--- config.mk ---
export PLATFORM = sky130hd
export DESIGN_NAME = bblur_mean
export DESIGN_NICKNAME = d
export VERILOG_FILES = /design/src/design/bblur_pkg.sv /design/src/design/bblur_mean.sv
export SDC_FILE = /design/constraint.sdc
export NUM_CORES = 2
export LEC_CHECK = 0
export BUFFER_PORTS_ARGS = -buffer_cell sky130_fd_sc_hd__buf_2
export CAP_MARGIN = 30
export CORE_UTILIZATION = 40
export CTS_BUF_LIST = sky130_fd_sc_hd__clkbuf_8
export DETAILED_ROUTE_END_ITERATION = 16
export HOLD_SLACK_MARGIN = 0.15
export PLACE_DENSITY = 0.61
export SYNTH_ARGS = -nofsm -noshare
export SYNTH_HDL_FRONTEND = slang
export SYNTH_SLANG_ARGS = --single-unit
export TNS_END_PERCENT = 1
--- constraint.sdc ---
create_clock -name clk -period 14.2 [get_ports clk]
set_input_delay 2.84 -clock clk [delete_from_list [all_inputs] [get_ports clk]]
set_output_delay 2.84 -clock clk [all_outputs]
set_load 0.02 [all_outputs]
--- src/design/bblur_pkg.sv ---
// Types, constants and the reciprocal table of the 3x3 box blur.
`timescale 1ns / 1ps

package bblur_pkg;

  localparam int CH_W        = 8;
  localparam int PIX_W       = 3 * CH_W;
  localparam int WIN_N       = 9;
  localparam int SUM_W       = 12;
  localparam int NUM_W       = 4;
  localparam int X_W         = SUM_W + 1;
  localparam int RECIP_W     = 18;
  localparam int RECIP_SHIFT = 18;
  localparam int PROD_W      = X_W + RECIP_W;

  localparam int CFG_DIM_W   = 11;
  localparam int APB_ADDR_W  = 3;
  localparam int APB_DATA_W  = 32;

  localparam logic [CFG_DIM_W-1:0] WIDTH_RESET  = 11'd640;
  localparam logic [CFG_DIM_W-1:0] HEIGHT_RESET = 11'd480;

  localparam logic REG_WIDTH  = 1'b0;
  localparam logic REG_HEIGHT = 1'b1;

  localparam logic KIND_PIXEL = 1'b0;
  localparam logic KIND_DRAIN = 1'b1;

  localparam int QUEUE_DEPTH = 8;
  localparam int QPTR_W      = 3;
  localparam int QCNT_W      = 4;

  typedef logic [PIX_W-1:0] pixel_t;
  typedef pixel_t [WIN_N-1:0] grid_t;

  typedef struct packed {
    logic            kind;
    logic [CH_W-1:0] pixel_red;
    logic [CH_W-1:0] pixel_green;
    logic [CH_W-1:0] pixel_blue;
  } in_t;

  typedef struct packed {
    logic [CH_W-1:0] blurred_red;
    logic [CH_W-1:0] blurred_green;
    logic [CH_W-1:0] blurred_blue;
    logic            last_of_run;
    logic            last_of_frame;
  } out_t;

  // One neighbourhood to be averaged: entry 3*row+column, with a mask of the
  // entries that lie inside the image.
  typedef struct packed {
    grid_t            grid;
    logic [WIN_N-1:0] mask;
    logic             last_of_run;
    logic             last_of_frame;
  } job_t;

  typedef enum logic [1:0] {
    ST_PIXEL,
    ST_PRIME,
    ST_DRAIN
  } blur_state_t;

  // ceil(2^18 / (2n)); with it floor(x * m / 2^18) equals floor(x / (2n))
  // exactly for every x up to 2*9*255 + 9.
  function automatic logic [RECIP_W-1:0] mean_recip(input logic [NUM_W-1:0] n);
    logic [RECIP_W-1:0] m;
    unique case (n)
      4'd1:    m = 18'd131072;
      4'd2:    m = 18'd65536;
      4'd3:    m = 18'd43691;
      4'd4:    m = 18'd32768;
      4'd5:    m = 18'd26215;
      4'd6:    m = 18'd21846;
      4'd7:    m = 18'd18725;
      4'd8:    m = 18'd16384;
      4'd9:    m = 18'd14564;
      default: m = '0;
    endcase
    return m;
  endfunction

endpackage

--- src/design/bblur_mean.sv ---
// Two-stage rounded mean: masked channel sums, then a reciprocal multiply.
`timescale 1ns / 1ps

module bblur_mean (
  input  logic             clk,
  input  logic             rst,
  input  logic             job_go,
  input  bblur_pkg::job_t  job,
  output logic             result_valid,
  output bblur_pkg::out_t  result,
  output logic [1:0]       fill
);
  import bblur_pkg::*;

  logic                       v1;
  logic [2:0][SUM_W-1:0]      sum1, sum_c;
  logic [NUM_W-1:0]           n1, n_c;
  logic                       lor1, lof1;
  logic                       v2;
  out_t                       res2;
  logic [2:0][CH_W-1:0]       mean_c;

  always_comb begin
    sum_c = '0;
    n_c   = '0;
    for (int k = 0; k < WIN_N; k++) begin
      if (job.mask[k]) begin
        n_c = n_c + NUM_W'(1);
        for (int ch = 0; ch < 3; ch++) begin
          sum_c[ch] = sum_c[ch] + SUM_W'(job.grid[k][ch*CH_W +: CH_W]);
        end
      end
    end
  end

  // mean = floor((2*sum + n) / (2n)), i.e. rounded to nearest with ties up.
  always_comb begin
    logic [X_W-1:0]    x;
    logic [PROD_W-1:0] prod;
    logic [RECIP_W-1:0] recip;
    recip = mean_recip(n1);
    for (int ch = 0; ch < 3; ch++) begin
      x          = {sum1[ch], 1'b0} + X_W'(n1);
      prod       = PROD_W'(x) * PROD_W'(recip);
      mean_c[ch] = prod[RECIP_SHIFT +: CH_W];
    end
  end

  always_ff @(posedge clk) begin
    if (rst) begin
      v1 <= 1'b0;
      v2 <= 1'b0;
    end else begin
      v1 <= job_go;
      v2 <= v1;
    end
  end

  always_ff @(posedge clk) begin
    sum1 <= sum_c;
    n1   <= n_c;
    lor1 <= job.last_of_run;
    lof1 <= job.last_of_frame;
    res2.blurred_red   <= mean_c[2];
    res2.blurred_green <= mean_c[1];
    res2.blurred_blue  <= mean_c[0];
    res2.last_of_run   <= lor1;
    res2.last_of_frame <= lof1;
  end

  assign result_valid = v2;
  assign result       = res2;
  assign fill         = {1'b0, v1} + {1'b0, v2};

endmodule

Word-level counts from Yosys, hierarchy flattened --
Memory sizes are Yosys's and may differ from the RTL's. A register that Yosys moved wholly into a read port is not among the register bits. Cells that the tools add are included.
Word-level totals: register bits 70, bits in read-only memories 288, bits of input ports 230, output and inout bits 29, memories kept 1
Operators by class: add/sub/neg operators 36, multiply operators 3, muxes and demuxes 18
Memory list:
- (no name shown) | words 16, width 18, rd ports 1, clocked after Yosys merged registers in 1, write ports 0, line bblur_pkg.sv:70 | unique case (n)
Operators by type and width (number):
- $add A12 B8 Y12 | 24
- $mux W36 | 8
- $mul A13 B18 Y26 | 3
- $add A13 B4 Y13 | 3
- $add A4 B1 Y4 const B | 8
- $mux W32 | 1
- $mux W4 | 8
- $add A1 B1 Y2 | 1
- $mux W1 | 1

Depth between registers and ports, before layout --
depth in word-level cells 17, gate-level depth with buffers 50, depth with buffers taken out 50

Worst setup path before layout --
No wires, ideal clock.
path type input port to flip-flop, from input port job[2] (netlist bit), to register sum1[22] (netlist bit), arrival time 10.784 ns, data required time 14.128 ns, path slack 3.344 ns, cell stages on the path 47, buffers on the path 1, cells stage by stage clkbuf_1 nand2_1 inv_1 ha_1 a21o_1 a21oi_1 xnor2_1 nor2_1 a21oi_1 inv_1 ha_1 a21oi_1 o21bai_1 a211o_1 a21oi_1 a31oi_1 ha_1 o21ai_0 [11 not listed] o21ai_0 o21a_1 ha_1 xnor2_1 mux2i_1 inv_1 ha_1 a21boi_0 nor2_1 xnor2_1 mux2_2 ha_1 o21a_1 o21ai_0 or3_1 a211o_1 o211ai_1 xnor2_1
RTL lines:
- start, declared | line bblur_mean.sv:8 | input bblur_pkg::job_t job,
- end signal, assigned | line bblur_mean.sv:60 | sum1 <= sum_c;
- end, declared | line bblur_mean.sv:16 | logic [2:0][SUM_W-1:0] sum1, sum_c;

==> reports/qor.yml <==
synth_compound_area_frac: 0.127
cap_violations: 0
synthesis.nets: 5003
synth_seq_area_share: 0.0538
hp-start: "lof1"
synth.distinct_cells: 83
cts_resized: 0
cts_buffers: 9
final_nets: 5167
hp-class: "flip-flop to flip-flop"
crit_path_start: "job[3]"
synth-xor-area-share: 0.0661
port_buffers: 258
holdPathStages: 0
die_x_um: 288
synth-simple-area-share: 0.163
hold_buffers: 0
grt_pass1_vias: 27500
worst_setup_path_start_kind: "input port"
antenna_found_initial: 22
clock_sinks: 88
yosys_warnings: 0
critical_path_class: "input port to flip-flop"
slowest_stage: "inv_1"
synth_ff_type: "dfxtp_1"
synthArstFlopShare: 0
drive_above_1_share: 0.115
synth-adder-area-share: 0.463
wl_um: 82700
tns_ps: 0
synth_edf_count: 0
die_h_um: 288
netlist_top_cells_area: "fa_1, ha_1, inv_1"
dr.pass1.iters: 5
layout-area-overhead-vs-synth_pct: 8.31
dr_total_vias: 26200
r2r_start: "n1[2]"
seqCellArea_um2: 1770
cts_buffer_depth: 2
rows: 104
layout_commonest_cell: "inv_1"
wl_per_cell_um: 16.2
clock_latency_ps: 430
slew_viol_final: 0
relSlewSlack: 0.329
hold_viol: 0
rsz0062_at_grt: "false"
cts-root-buf: "clkbuf_8"
crit_path_end_kind: "flip-flop"
synth.area.mux_share: 0.0344
required_ps: 14570
io_pins: 259
max_freq_ghz: 0.0848
synth_top_cell_by_area: "fa_1"
min_period_ps: 11800
reg2reg_depth: 27
status: "finished, final reports clean"
postCtsSetupBuffers: 0
ant_nets: 0
crit_top_cell: "ha_1"
path_clk_slew_ps: 90
synth-seq-cells: 88
drc: 0
rrSetupSlack_ps: 6680
slowest_delay_ps: 500
drt_iter0_drc: 1130
synthCells: 3877
clock_skew_ps: 10.5
gp_congestion: 0.880
synth_top_family_by_area: "adder cells"
fillers: 8099
r2r-end: "result[9]"
cp-endpoint: "sum1[22]"
grt_max_degree: 63
multiInputGateArea_um2: 28000
cts_tree: "done"
setup_violations: 0
synth.top_cell.area_share: 0.323
finalCritPeriodShare: 0.831
avgSynthCellArea_um2: 8.45
synth_area_um2: 32800
coreArea_um2: 80800
tightest_slew_ps: 1010
routed_via_density: 5.11
final_cell_mix: "inv_1, fa_1, nand2_1"
hpwl_um: 68200
h-tree-depth: 3
cp.arrival_ps: 12170
gr-total-overflow: 0
die_area_um2: 83100
grt_first_pass_wirelength_um: 140000
grt_use_total: 0.210
crit_fanout: 27
start_util: 0.406
## logic make-up (layout without fill, tap and decap cells)
group / Yosys count / in the layout
multiplexers: 102 / 102
buffers and inverters: 805 / 974
flip-flops: 88 / 88
XOR/XNOR: 233 / 233
other: 0 / 16
AND/OR/NAND/NOR: 1127 / 1127
AO/OA/AOI/OAI: 625 / 625
adder cells (fa/ha/maj): 897 / 897
## layout make-up
cell class	instances	share of cell area
well taps	1060	0.0374
clock buffers	12	0.00465
repair buffers	309	0.0474
flip-flops and latches	88	0.0497
clock inverters	4	0.00145
inverters	649	0.0686
diodes	16	0.00113
multi-input cells	2984	0.790
## synth_stat cells (all sizes together) (4+ instances only)
cell type and count:
or2 16, nand4 8, o22ai 8, nor2b 190, or3 10, inv 647, and3 13, and2 119
a41o 9, ha 368, xnor2 176, a41oi 7, nand2b 34, o2111ai 4, nor2 159, o211a 5
a31o 7, buf 10, o31ai 20, fa 528, a22oi 4, a21oi 152, a2111oi 5, o21ai 140
nor3 28, nor3b 5, nand2 505, a21boi 18, o211ai 16, o21bai 24, a211o 11, nand3 28
a211oi 30, mux2 82, a31oi 8, clkbuf 146, o21a 59, mux2i 20, o31a 12, nor4 6
xor2 53, dfxtp 88, a21o 66
## per-stage QoR
step | hold WS, ps | area (um2) | setup WS [ps] | util | cells
after floorplan | 310 | 32800 | 3340 | - | 3877
after global placement | 310 | 35200 | 2260 | 0.436 | 5089
after detailed placement | 312 | 35200 | 2090 | 0.436 | 5089
after CTS | 333 | 35400 | 2510 | 0.439 | 5105
after global routing | 351 | 35500 | 1630 | 0.439 | 5118
final | 331 | 35500 | 2400 | 0.439 | 5122
## metal layers
layer / vias up / part of all wire / track usage
li1: 12700 / - / -
met1: 12900 / 0.44 / 0.266
met2: 466 / 0.50 / 0.378
met3: 104 / 0.035 / 0.0206
met4: 10 / 0.024 / 0.0569
met5: - / 0.00069 / 0
## critical path, delay by kind of cell
| kind | cells | cell delay, ps |
|---|---|---|
| buf+inv | 3 | 1010 |
| mux | 3 | 910 |
| simple gates | 3 | 650 |
| compound gates | 23 | 3750 |
| fa+ha+maj | 8 | 2710 |
| xor+xnor | 2 | 270 |
## worst min path at each step
stage / to / slack, ps
floorplan: result[0] / 310
global placement: result[0] / 310
detailed placement: result[0] / 310
CTS: result[0] / 330
global route: result[1] / 350
finish: result[0] / 330
Power is not shown: default switching activity piles up to over one toggle a cycle in this logic, so the estimate is an artifact.
