<file path="src/design/bblur_pkg.sv">
// Types, constants and the reciprocal table of the 3x3 box blur.
`timescale 1ns / 1ps

package bblur_pkg;

  localparam int CH_W        = 8;
  localparam int PIX_W       = 3 * CH_W;
  localparam int WIN_N       = 9;
  localparam int SUM_W       = 12;
  localparam int NUM_W       = 4;
  localparam int X_W         = SUM_W + 1;
  localparam int RECIP_W     = 18;
  localparam int RECIP_SHIFT = 18;
  localparam int PROD_W      = X_W + RECIP_W;

  localparam int CFG_DIM_W   = 11;
  localparam int APB_ADDR_W  = 3;
  localparam int APB_DATA_W  = 32;

  localparam logic [CFG_DIM_W-1:0] WIDTH_RESET  = 11'd640;
  localparam logic [CFG_DIM_W-1:0] HEIGHT_RESET = 11'd480;

  localparam logic REG_WIDTH  = 1'b0;
  localparam logic REG_HEIGHT = 1'b1;

  localparam logic KIND_PIXEL = 1'b0;
  localparam logic KIND_DRAIN = 1'b1;

  localparam int QUEUE_DEPTH = 8;
  localparam int QPTR_W      = 3;
  localparam int QCNT_W      = 4;

  typedef logic [PIX_W-1:0] pixel_t;
  typedef pixel_t [WIN_N-1:0] grid_t;

  typedef struct packed {
    logic            kind;
    logic [CH_W-1:0] pixel_red;
    logic [CH_W-1:0] pixel_green;
    logic [CH_W-1:0] pixel_blue;
  } in_t;

  typedef struct packed {
    logic [CH_W-1:0] blurred_red;
    logic [CH_W-1:0] blurred_green;
    logic [CH_W-1:0] blurred_blue;
    logic            last_of_run;
    logic            last_of_frame;
  } out_t;

  // One neighbourhood to be averaged: entry 3*row+column, with a mask of the
  // entries that lie inside the image.
  typedef struct packed {
    grid_t            grid;
    logic [WIN_N-1:0] mask;
    logic             last_of_run;
    logic             last_of_frame;
  } job_t;

  typedef enum logic [1:0] {
    ST_PIXEL,
    ST_PRIME,
    ST_DRAIN
  } blur_state_t;

  // ceil(2^18 / (2n)); with it floor(x * m / 2^18) equals floor(x / (2n))
  // exactly for every x up to 2*9*255 + 9.
  function automatic logic [RECIP_W-1:0] mean_recip(input logic [NUM_W-1:0] n);
    logic [RECIP_W-1:0] m;
    unique case (n)
      4'd1:    m = 18'd131072;
      4'd2:    m = 18'd65536;
      4'd3:    m = 18'd43691;
      4'd4:    m = 18'd32768;
      4'd5:    m = 18'd26215;
      4'd6:    m = 18'd21846;
      4'd7:    m = 18'd18725;
      4'd8:    m = 18'd16384;
      4'd9:    m = 18'd14564;
      default: m = '0;
    endcase
    return m;
  endfunction

endpackage

</file>
<file path="src/design/bblur_queue.sv">
// Small result queue between the mean pipeline and the output channel.
`timescale 1ns / 1ps

module bblur_queue (
  input  logic                     clk,
  input  logic                     rst,
  input  logic                     push,
  input  bblur_pkg::out_t          push_data,
  input  logic                     pop,
  output logic                     head_valid,
  output bblur_pkg::out_t          head,
  output logic [bblur_pkg::QCNT_W-1:0] count
);
  import bblur_pkg::*;

  out_t              slots [QUEUE_DEPTH];
  logic [QPTR_W-1:0] wr_ptr, rd_ptr;

  always_ff @(posedge clk) begin
    if (push) begin
      slots[wr_ptr] <= push_data;
    end
  end

  always_ff @(posedge clk) begin
    if (rst) begin
      wr_ptr <= '0;
      rd_ptr <= '0;
      count  <= '0;
    end else begin
      if (push) begin
        wr_ptr <= wr_ptr + QPTR_W'(1);
      end
      if (pop) begin
        rd_ptr <= rd_ptr + QPTR_W'(1);
      end
      unique case ({push, pop})
        2'b10:   count <= count + QCNT_W'(1);
        2'b01:   count <= count - QCNT_W'(1);
        default: count <= count;
      endcase
    end
  end

  assign head_valid = (count != '0);
  assign head       = slots[rd_ptr];

endmodule

</file>
<file path="config.mk">
export PLATFORM = sky130hd
export DESIGN_NAME = bblur_queue
export DESIGN_NICKNAME = d
export VERILOG_FILES = /design/src/design/bblur_pkg.sv /design/src/design/bblur_queue.sv
export SDC_FILE = /design/constraint.sdc
export NUM_CORES = 1
export LEC_CHECK = 0
export BUFFER_PORTS_ARGS = -buffer_cell sky130_fd_sc_hd__buf_2
export CORE_MARGIN = 1.5
export CORE_UTILIZATION = 24
export CTS_CLUSTER_DIAMETER = 60
export DETAILED_ROUTE_END_ITERATION = 7
export PLACE_DENSITY = 0.46
export SLEW_MARGIN = 20
export SYNTH_ARGS = -nofsm -noshare
export SYNTH_HDL_FRONTEND = slang
export SYNTH_SLANG_ARGS = --single-unit
</file>
<file path="constraint.sdc">
create_clock -name clk -period 3.9 [get_ports clk]
set_input_delay 0.78 -clock clk [delete_from_list [all_inputs] [get_ports clk]]
set_output_delay 0.78 -clock clk [all_outputs]
set_load 0.02 [all_outputs]
</file>
==> Word-level counts from Yosys, hierarchy flattened <==
Memories as Yosys holds them, arrays and structs flattened. A register that Yosys moved wholly into a read port is not among the register bits.
Index checks and enable logic that the tools add are counted.
{ "op_classes": {"n_mux": 5, "magnitude_cmp": 0, "n_div": 0, "multipliers": 0, "n_addsub": 4, "shift": 0, "reduce_logical": 2, "n_eq_ne": 2, "n_bitwise": 0} }
{ "op_table": {"columns": ["cell", "count"], "rows": [
  ["case mux 4 bit (2 select lines)", 1],
  ["adder 3 x 1 -> 3 bit, second input constant", 2],
  ["2-to-1 mux 3 bit", 2],
  ["adder 4 x 1 -> 4 bit, second input constant", 1],
  ["nonzero test 4 bit", 1],
  ["subtractor 4 x 1 -> 4 bit, second input constant", 1],
  ["equality test 2 x 1 -> 1 bit, second input constant", 1],
  ["equality test 2 bit, second input constant", 1],
  ["2-to-1 mux 1 bit", 2],
  ["nonzero test 2 bit", 1]
]} }
{ "totals": {"latch_bits": 0, "regBits": 10, "out_inout_bits": 31, "n_memories": 1, "ramBits": 208, "mem_bits_ro": 0} }
{ "memory_table": {"columns": ["name", "words", "width", "read_ports", "rd_clocked_by_memory_dff", "wr", "line_no", "rtl"], "rows": [
  ["slots", 8, 26, 1, 1, 1, "bblur_queue.sv:16", "out_t slots [QUEUE_DEPTH];"]
]} }

==> Logic depth before layout (Yosys ltp) <==
Gate-level depths: netlist of the first run.
{ "logic_depth": {"depth_word": 3, "mapped_depth": 8, "ltp_nobuf": 8} }

==> Worst setup path before layout of the first run <==
No wires, ideal clock.
{ "synth_timing": {"path_kind": "input to register", "startpoint": "input port push", "endpoint": "memory slots[0][0] (netlist name), enable pin", "path_stages": 2, "arrival_time_ns": 2.694, "required_time_ns": 3.458, "path_slack_ns": 0.764, "path_cell_list": "nand2b_1 -> nor3_1"} }
{ "synth_via": {"elab_chain_cells": 2} }
{ "synth_rtl": {"columns": ["item", "line_no", "rtl"], "rows": [
  ["start, declared", "bblur_queue.sv:7", "input logic push,"],
  ["2-to-1 mux 1 bit", "bblur_queue.sv:20", "if (push) begin"],
  ["2-to-1 mux 1 bit (not written as such)", "bblur_queue.sv:21", "slots[wr_ptr] <= push_data;"],
  ["end, declared", "bblur_queue.sv:16", null]
]} }
Every way passes these cells.

==> impl_metrics.tcl, run 1 <==
set metrics [dict create \
    status "completed" \
    period_share 0.836 \
    grt_pass1_wl_microns 26700 \
    clk_latency_ps 510 \
    die_h_microns 192 \
    final_cell_mix "edfxtp_1, buf_2, mux4_1, mux2_2, clkbuf_16" \
    drc_errors 0 \
    fin_worst_skew_ps 8.90 \
    path_cells "buf_4 -> mux4_1 -> mux2_2 -> buf_2" \
    cts_setup_buffers 0 \
    post_cts_resized 0 \
    pre_cts_ws_ps 1140 \
    detail_route.wl_per_cell_microns 19.0 \
    drtIter0Drc 236 \
    synth_cell_types 25 \
    slew_headroom 0.396 \
    cts_sinks 221 \
    fin_nets 490 \
    seq_area_frac_synth 0.756 \
    cp-start-kind "flip-flop" \
    numCtsBuffers 25 \
    p_total_mw 5.54 \
    layout_min_cycle_time_ps 3260 \
    grt_overflow 0 \
    cts_tree "built" \
    io_buffers 60 \
    slowest_stage "mux4_1" \
    hold_path_class "reg -> reg" \
    gr-usage-met2 0.163 \
    cp_num_buf_inv 2 \
    ctsHtreeMaxLevel 1 \
    placed_area_sq_mm 0.00954 \
    synth-seq-cells 221 \
    synthesis.nets 406 \
    fp.coreArea_sq_mm 0.0354 \
    path_clk_slew_ps 60 \
    crit_fanout 18 \
    hpwl_microns 10300 \
    final_area_sq_mm 0.0104 \
    fp.dieW_microns 192 \
    drv_cap 0 \
    crit_type "reg -> out" \
    placementRows 69 \
    vias_per_cell 4.16 \
    finalSetupViolations 0 \
    syn_area_sq_mm 0.00860 \
    end_kind "output port" \
    final.setup.tns_ps 0 \
    ant_nets 0 \
    io_pins 61 \
    layout.cells.non_filler 936 \
    clk_path_buf_depth 3 \
    power.density_mw_per_mm2 533 \
    grt_antenna_before_repair 2 \
    leakage_nw 3.43 \
    initial_core_util 0.243 \
    worst_ep_arrival_time_ps 2480 \
    gr-usage-all-layers 0.0989 \
    crit_family "multiplexers" \
    whs_ps 493 \
    postCtsHoldBufs 0 \
    rsz0062_at_grt "no" \
    place_inst 889 \
    grt_pass1_vias 4285 \
    layout_commonest_cell "edfxtp_1" \
    clock.fmax_mhz 307 \
    wl_microns 17800 \
    use_met1 0.129 \
    slew_violations 0 \
    gp_congestion 0.662 \
    area_growth_pct 20.9 \
    cts_root_buf "clkbuf_16" \
    fp.dieArea_sq_mm 0.0370 \
    use_met3 0.0249 \
    grt_busiest_layer "met2" \
    drive_gt1_frac 0.328 \
    hold_viol 0 \
    grt_max_degree 27 \
    cp_slowest_stage_delay_ps 580 \
    max-vdd-ir-drop_v 0.000258 \
    first_pass_iters 4 \
    yosys_warnings 0 \
    syn_inst 371 \
    utilization 0.294 \
    route.vias.total 3894 \
    worstMarginPinSlew_ps 906 \
    postSynthAreaPerCell_sq_um 23.2 \
    worstPathRequired_ps 3120 \
    final.setup.worst_slack_ps 639 \
]
-- cell usage after synthesis (all sizes together) --
cell | count | area, sq um
nor2b | 2 | 12.5
edfxtp | 208 | 6250
mux2i | 3 | 30.0
nor4b | 1 | 8.76
ha | 5 | 62.6
nor3 | 2 | 10.0
xnor2 | 1 | 8.76
xor2 | 5 | 43.8
a21oi | 3 | 15.0
buf | 8 | 75.1
mux2 | 27 | 304
nand2b | 3 | 18.8
nor2 | 15 | 56.3
or3 | 1 | 6.26
o21ai | 3 | 15.0
or4 | 1 | 7.51
nand2 | 6 | 22.5
dfxtp | 13 | 260
clkbuf | 9 | 33.8
mux4 | 52 | 1340
nor4bb | 1 | 10.0
o31ai | 1 | 7.51
inv | 1 | 3.75
-- power breakdown --
group / switching, mW / internal (mW)
Sequential: 0.0392 / 2.65
Clock: 0.905 / 1.51
Combinational: 0.241 / 0.198
Total: 1.18 / 4.36
-- sequential cells by signal, summed over array words and instances (netlist names), named ones only --
register,cells
count,4
slots,208
wr_ptr,3
rd_ptr,3
-- per-layer routing --
metal / share of wire / up-vias / wire length [microns]
li1: - / 1760 / -
met1: 0.45 / 2033 / 7960
met2: 0.48 / 73 / 8600
met3: 0.051 / 26 / 913
met4: 0.017 / 2 / 297
met5: 0.00062 / - / 11
-- worst register-to-register path: stages, from the launching register on --
cell and delay [ps]:
dfxtp_1 330, nand2b_1 320, nor2_4 420, buf_4 400
-- area by class of cell --
type	count	area (sq um)
clock inverter	16	214
inverter	1	3.75
timing repair buffer	74	405
multi-input combinational	132	2040
fill	3458	25000
antenna	2	5.00
sequential	221	6510
clock buffer	29	641
tap	461	577
-- cell families (layout without fill, tap and decap cells) --
group,after synthesis,in the layout,share of synthesized area
DFF,221,221,0.756
muxes,82,82,0.195
and+or+nand+nor,32,32,0.0177
buffers and inverters,18,120,0.0131
AOI/OAI and AO/OA,7,7,0.00436
xor gates and xnor gates,6,6,0.00611
adders and majority gates,5,5,0.00727
other,0,2,0
-- worst paths after layout --
check | start | slack, ps | endpoint | cells after the start
worst max-delay path | flip-flop | 640 | head[2] | 4
worst min-delay path | wr_ptr[0] | 490 | wr_ptr[0] | 2
worst max register to register | wr_ptr[0] | 2090 | slots[6][3] | 3
worst min register to register | wr_ptr[0] | 490 | wr_ptr[0] | 2
(Power assumes the default switching activity.)
==> run 2, diff against run 1 <==
--- a/config.mk
+++ b/config.mk
@@ -5,12 +5,13 @@
 export SDC_FILE = /design/constraint.sdc
 export NUM_CORES = 1
 export LEC_CHECK = 0
+export ABC_AREA = 1
 export BUFFER_PORTS_ARGS = -buffer_cell sky130_fd_sc_hd__buf_2
 export CORE_MARGIN = 1.5
 export CORE_UTILIZATION = 24
 export CTS_CLUSTER_DIAMETER = 60
 export DETAILED_ROUTE_END_ITERATION = 7
-export PLACE_DENSITY = 0.46
+export PLACE_DENSITY = 0.47
 export SLEW_MARGIN = 20
 export SYNTH_ARGS = -nofsm -noshare
 export SYNTH_HDL_FRONTEND = slang
==> constraint.sdc (replaced) <==
create_clock -name clk -period 2.66 [get_ports clk]
set_input_delay 0.532 -clock clk [delete_from_list [all_inputs] [get_ports clk]]
set_output_delay 0.532 -clock clk [all_outputs]
set_load 0.02 [all_outputs]
==> impl_metrics.tcl, run 2 <==
set metrics [dict create \
    r2r-end "slots[2][5]" \
    crit_type "reg -> out" \
    route.vias.total 5298 \
    grt_overflow 0 \
    grt_antenna_before_repair 2 \
    period_share 0.936 \
    synthesis.nets 707 \
    drtIter0Drc 492 \
    fp.coreArea_sq_mm 0.0357 \
    synth_cell_types 28 \
    io_pins 61 \
    yosys.area_share.adder 0.00714 \
    rsz0062_at_grt "no" \
    layout_commonest_cell "edfxtp_1" \
    yosys.area.top_type_share 0.713 \
    ys.flop_type "edfxtp_1" \
    synth_top_family_by_area "simple AND/OR/NAND/NOR gates" \
    path_clk_slew_ps 60 \
    layout_min_cycle_time_ps 2490 \
    worstMarginPinSlew_ps 514 \
    final-seq-area_sq_mm 0.00651 \
    crit_fanout 36 \
    fin_worst_skew_ps 15.2 \
    hold_path_class "in -> reg" \
    drc_errors 10 \
    cts_tree "built" \
    largest_register "slots" \
    detail_route.wl_per_cell_microns 17.2 \
    p_total_mw 8.19 \
    clk_path_buf_depth 3 \
    syn_area_sq_mm 0.00876 \
    slew_violations 0 \
    violations "design-rule violations" \
    numCtsBuffers 25 \
    first_pass_iters 6 \
    fin_nets 783 \
    final_cell_mix "edfxtp_1, nor2_1, nand2_1, o21ai_1, buf_2" \
    worstReg2RegStart "wr_ptr[0]" \
    drive_gt1_frac 0.173 \
    post-synth-top-count-cell "edfxtp_1" \
    ant_nets 0 \
    synth_edf_count 208 \
    gp_congestion 0.703 \
    cts_sinks 221 \
    placementRows 69 \
    wl_microns 21200 \
    fp.dieW_microns 194 \
    max-vdd-ir-drop_v 0.000312 \
    postSynthAreaPerCell_sq_um 13.0 \
    reg_top3 "slots x208, count x4" \
    synth-seq-cells 221 \
    grt_pass1_wl_microns 31700 \
    final_area_sq_mm 0.0106 \
    io_buffers 60 \
    synth_mux_area_frac 0.0297 \
    placed_area_sq_mm 0.00969 \
    finalSetupViolations 0 \
    fp.dieArea_sq_mm 0.0376 \
    yosys.area.top_type "edfxtp_1" \
    reg2reg_slack_ps 1030 \
    largest_reg_flops 208 \
    worst_ep_arrival_time_ps 1960 \
    endpoint "head[20]" \
    seq_area_frac_synth 0.743 \
    worstPathRequired_ps 2130 \
    yosys.area_share.simple 0.0969 \
    multi_input_area_sq_mm 0.00200 \
    end_kind "output port" \
    min_path_cells 1 \
    syn_inst 672 \
    initial_core_util 0.245 \
    vias_per_cell 4.32 \
    hold_viol 0 \
    synth_compound_area_frac 0.0857 \
    synth.area.top_cells "edfxtp_1, nor2_1, nand2_1" \
    power.density_mw_per_mm2 772 \
    gr-usage-all-layers 0.109 \
    postCtsHoldBufs 0 \
    clock.fmax_mhz 402 \
    drv_cap 0 \
    slew_headroom 0.658 \
    yosys_warnings 0 \
    die_h_microns 194 \
    async_flop_share 0 \
    leakage_nw 3.68 \
    yosys-top-cells-count "edfxtp_1, nor2_1, nand2_1" \
    area_growth_pct 21.0 \
    synthXorXnorAreaFrac 0.00300 \
    ctsHtreeMaxLevel 1 \
    grt_pass1_vias 5259 \
    status "finished, violations left" \
    clk_latency_ps 520 \
    cp-start-kind "flip-flop" \
    final.setup.tns_ps 0 \
    grt_max_degree 105 \
    hpwl_microns 11800 \
    num-fill-cells 3664 \
    rr_worst_depth 3 \
    cts_root_buf "clkbuf_16" \
]
[run 2: final cells by class]
| class | instances | share of cell area |
|---|---|---|
| sequential | 221 | 0.614 |
| inverter | 16 | 0.00637 |
| clock inverter | 9 | 0.0123 |
| multi-input combinational | 398 | 0.189 |
| timing repair buffer | 86 | 0.0591 |
| tap | 461 | 0.0544 |
| antenna | 2 | 0.000472 |
| clock buffer | 34 | 0.0641 |
[run 2: cell families after synthesis]
group,after synthesis
compound gates,142
xor+xnor,3
fa+ha+maj,5
buf+inv,53
flops,221
mux,26
simple gates,222
[run 2: report_power, final]
| part | internal, mW | switching [mW] | leakage (nW) |
|---|---|---|---|
| combinational | 0.289 | 0.574 | 1.29 |
| sequential | 3.89 | 0.0379 | 2.00 |
| clock | 2.08 | 1.32 | 0.391 |
| total | 6.26 | 1.93 | 3.68 |
[run 2: timing repair]
item / in CTS / in global routing
endpoints found under the setup margin: 14 / 9
gates cloned: 1 / 1
resized for setup: 2 / 4
setup buffers: 2 / 0
[run 2: worst min path at each step]
stage                       start      endpoint  slack, ps
finish              push_data[15]  slots[6][15]        290
global route        push_data[15]  slots[1][15]        270
CTS                 push_data[15]  slots[5][15]        260
detailed placement      rd_ptr[1]     flip-flop        500
global placement        rd_ptr[1]     flip-flop        490
floorplan               wr_ptr[0]     wr_ptr[0]        470
[run 2: critical path: stages (launching register included)]
cell and delay (ps):
dfxtp_4 410, inv_8 190, buf_12 240, nor2_1 60, o22ai_1 160, nand2_1 70
nand2_1 110, buf_2 180
[run 2: metrics by stage]
stage                     hold WS [ps]   util  std cells  setup slack, ps
after floorplan                    471      -        672              211
after global placement             488  0.271       1178              521
after detailed placement           502  0.271       1178              496
after CTS                          257  0.295       1224             58.7
after global routing               270  0.296       1225             1.34
final                              287  0.297       1227              170
[run 2: per-layer routing]
metal	track usage	vias to the layer above	routed length (microns)
met5	0	-	11
met4	0.0318	2	392
met3	0.0198	28	1100
met2	0.179	97	9870
met1	0.147	2598	9790
li1	-	2573	-
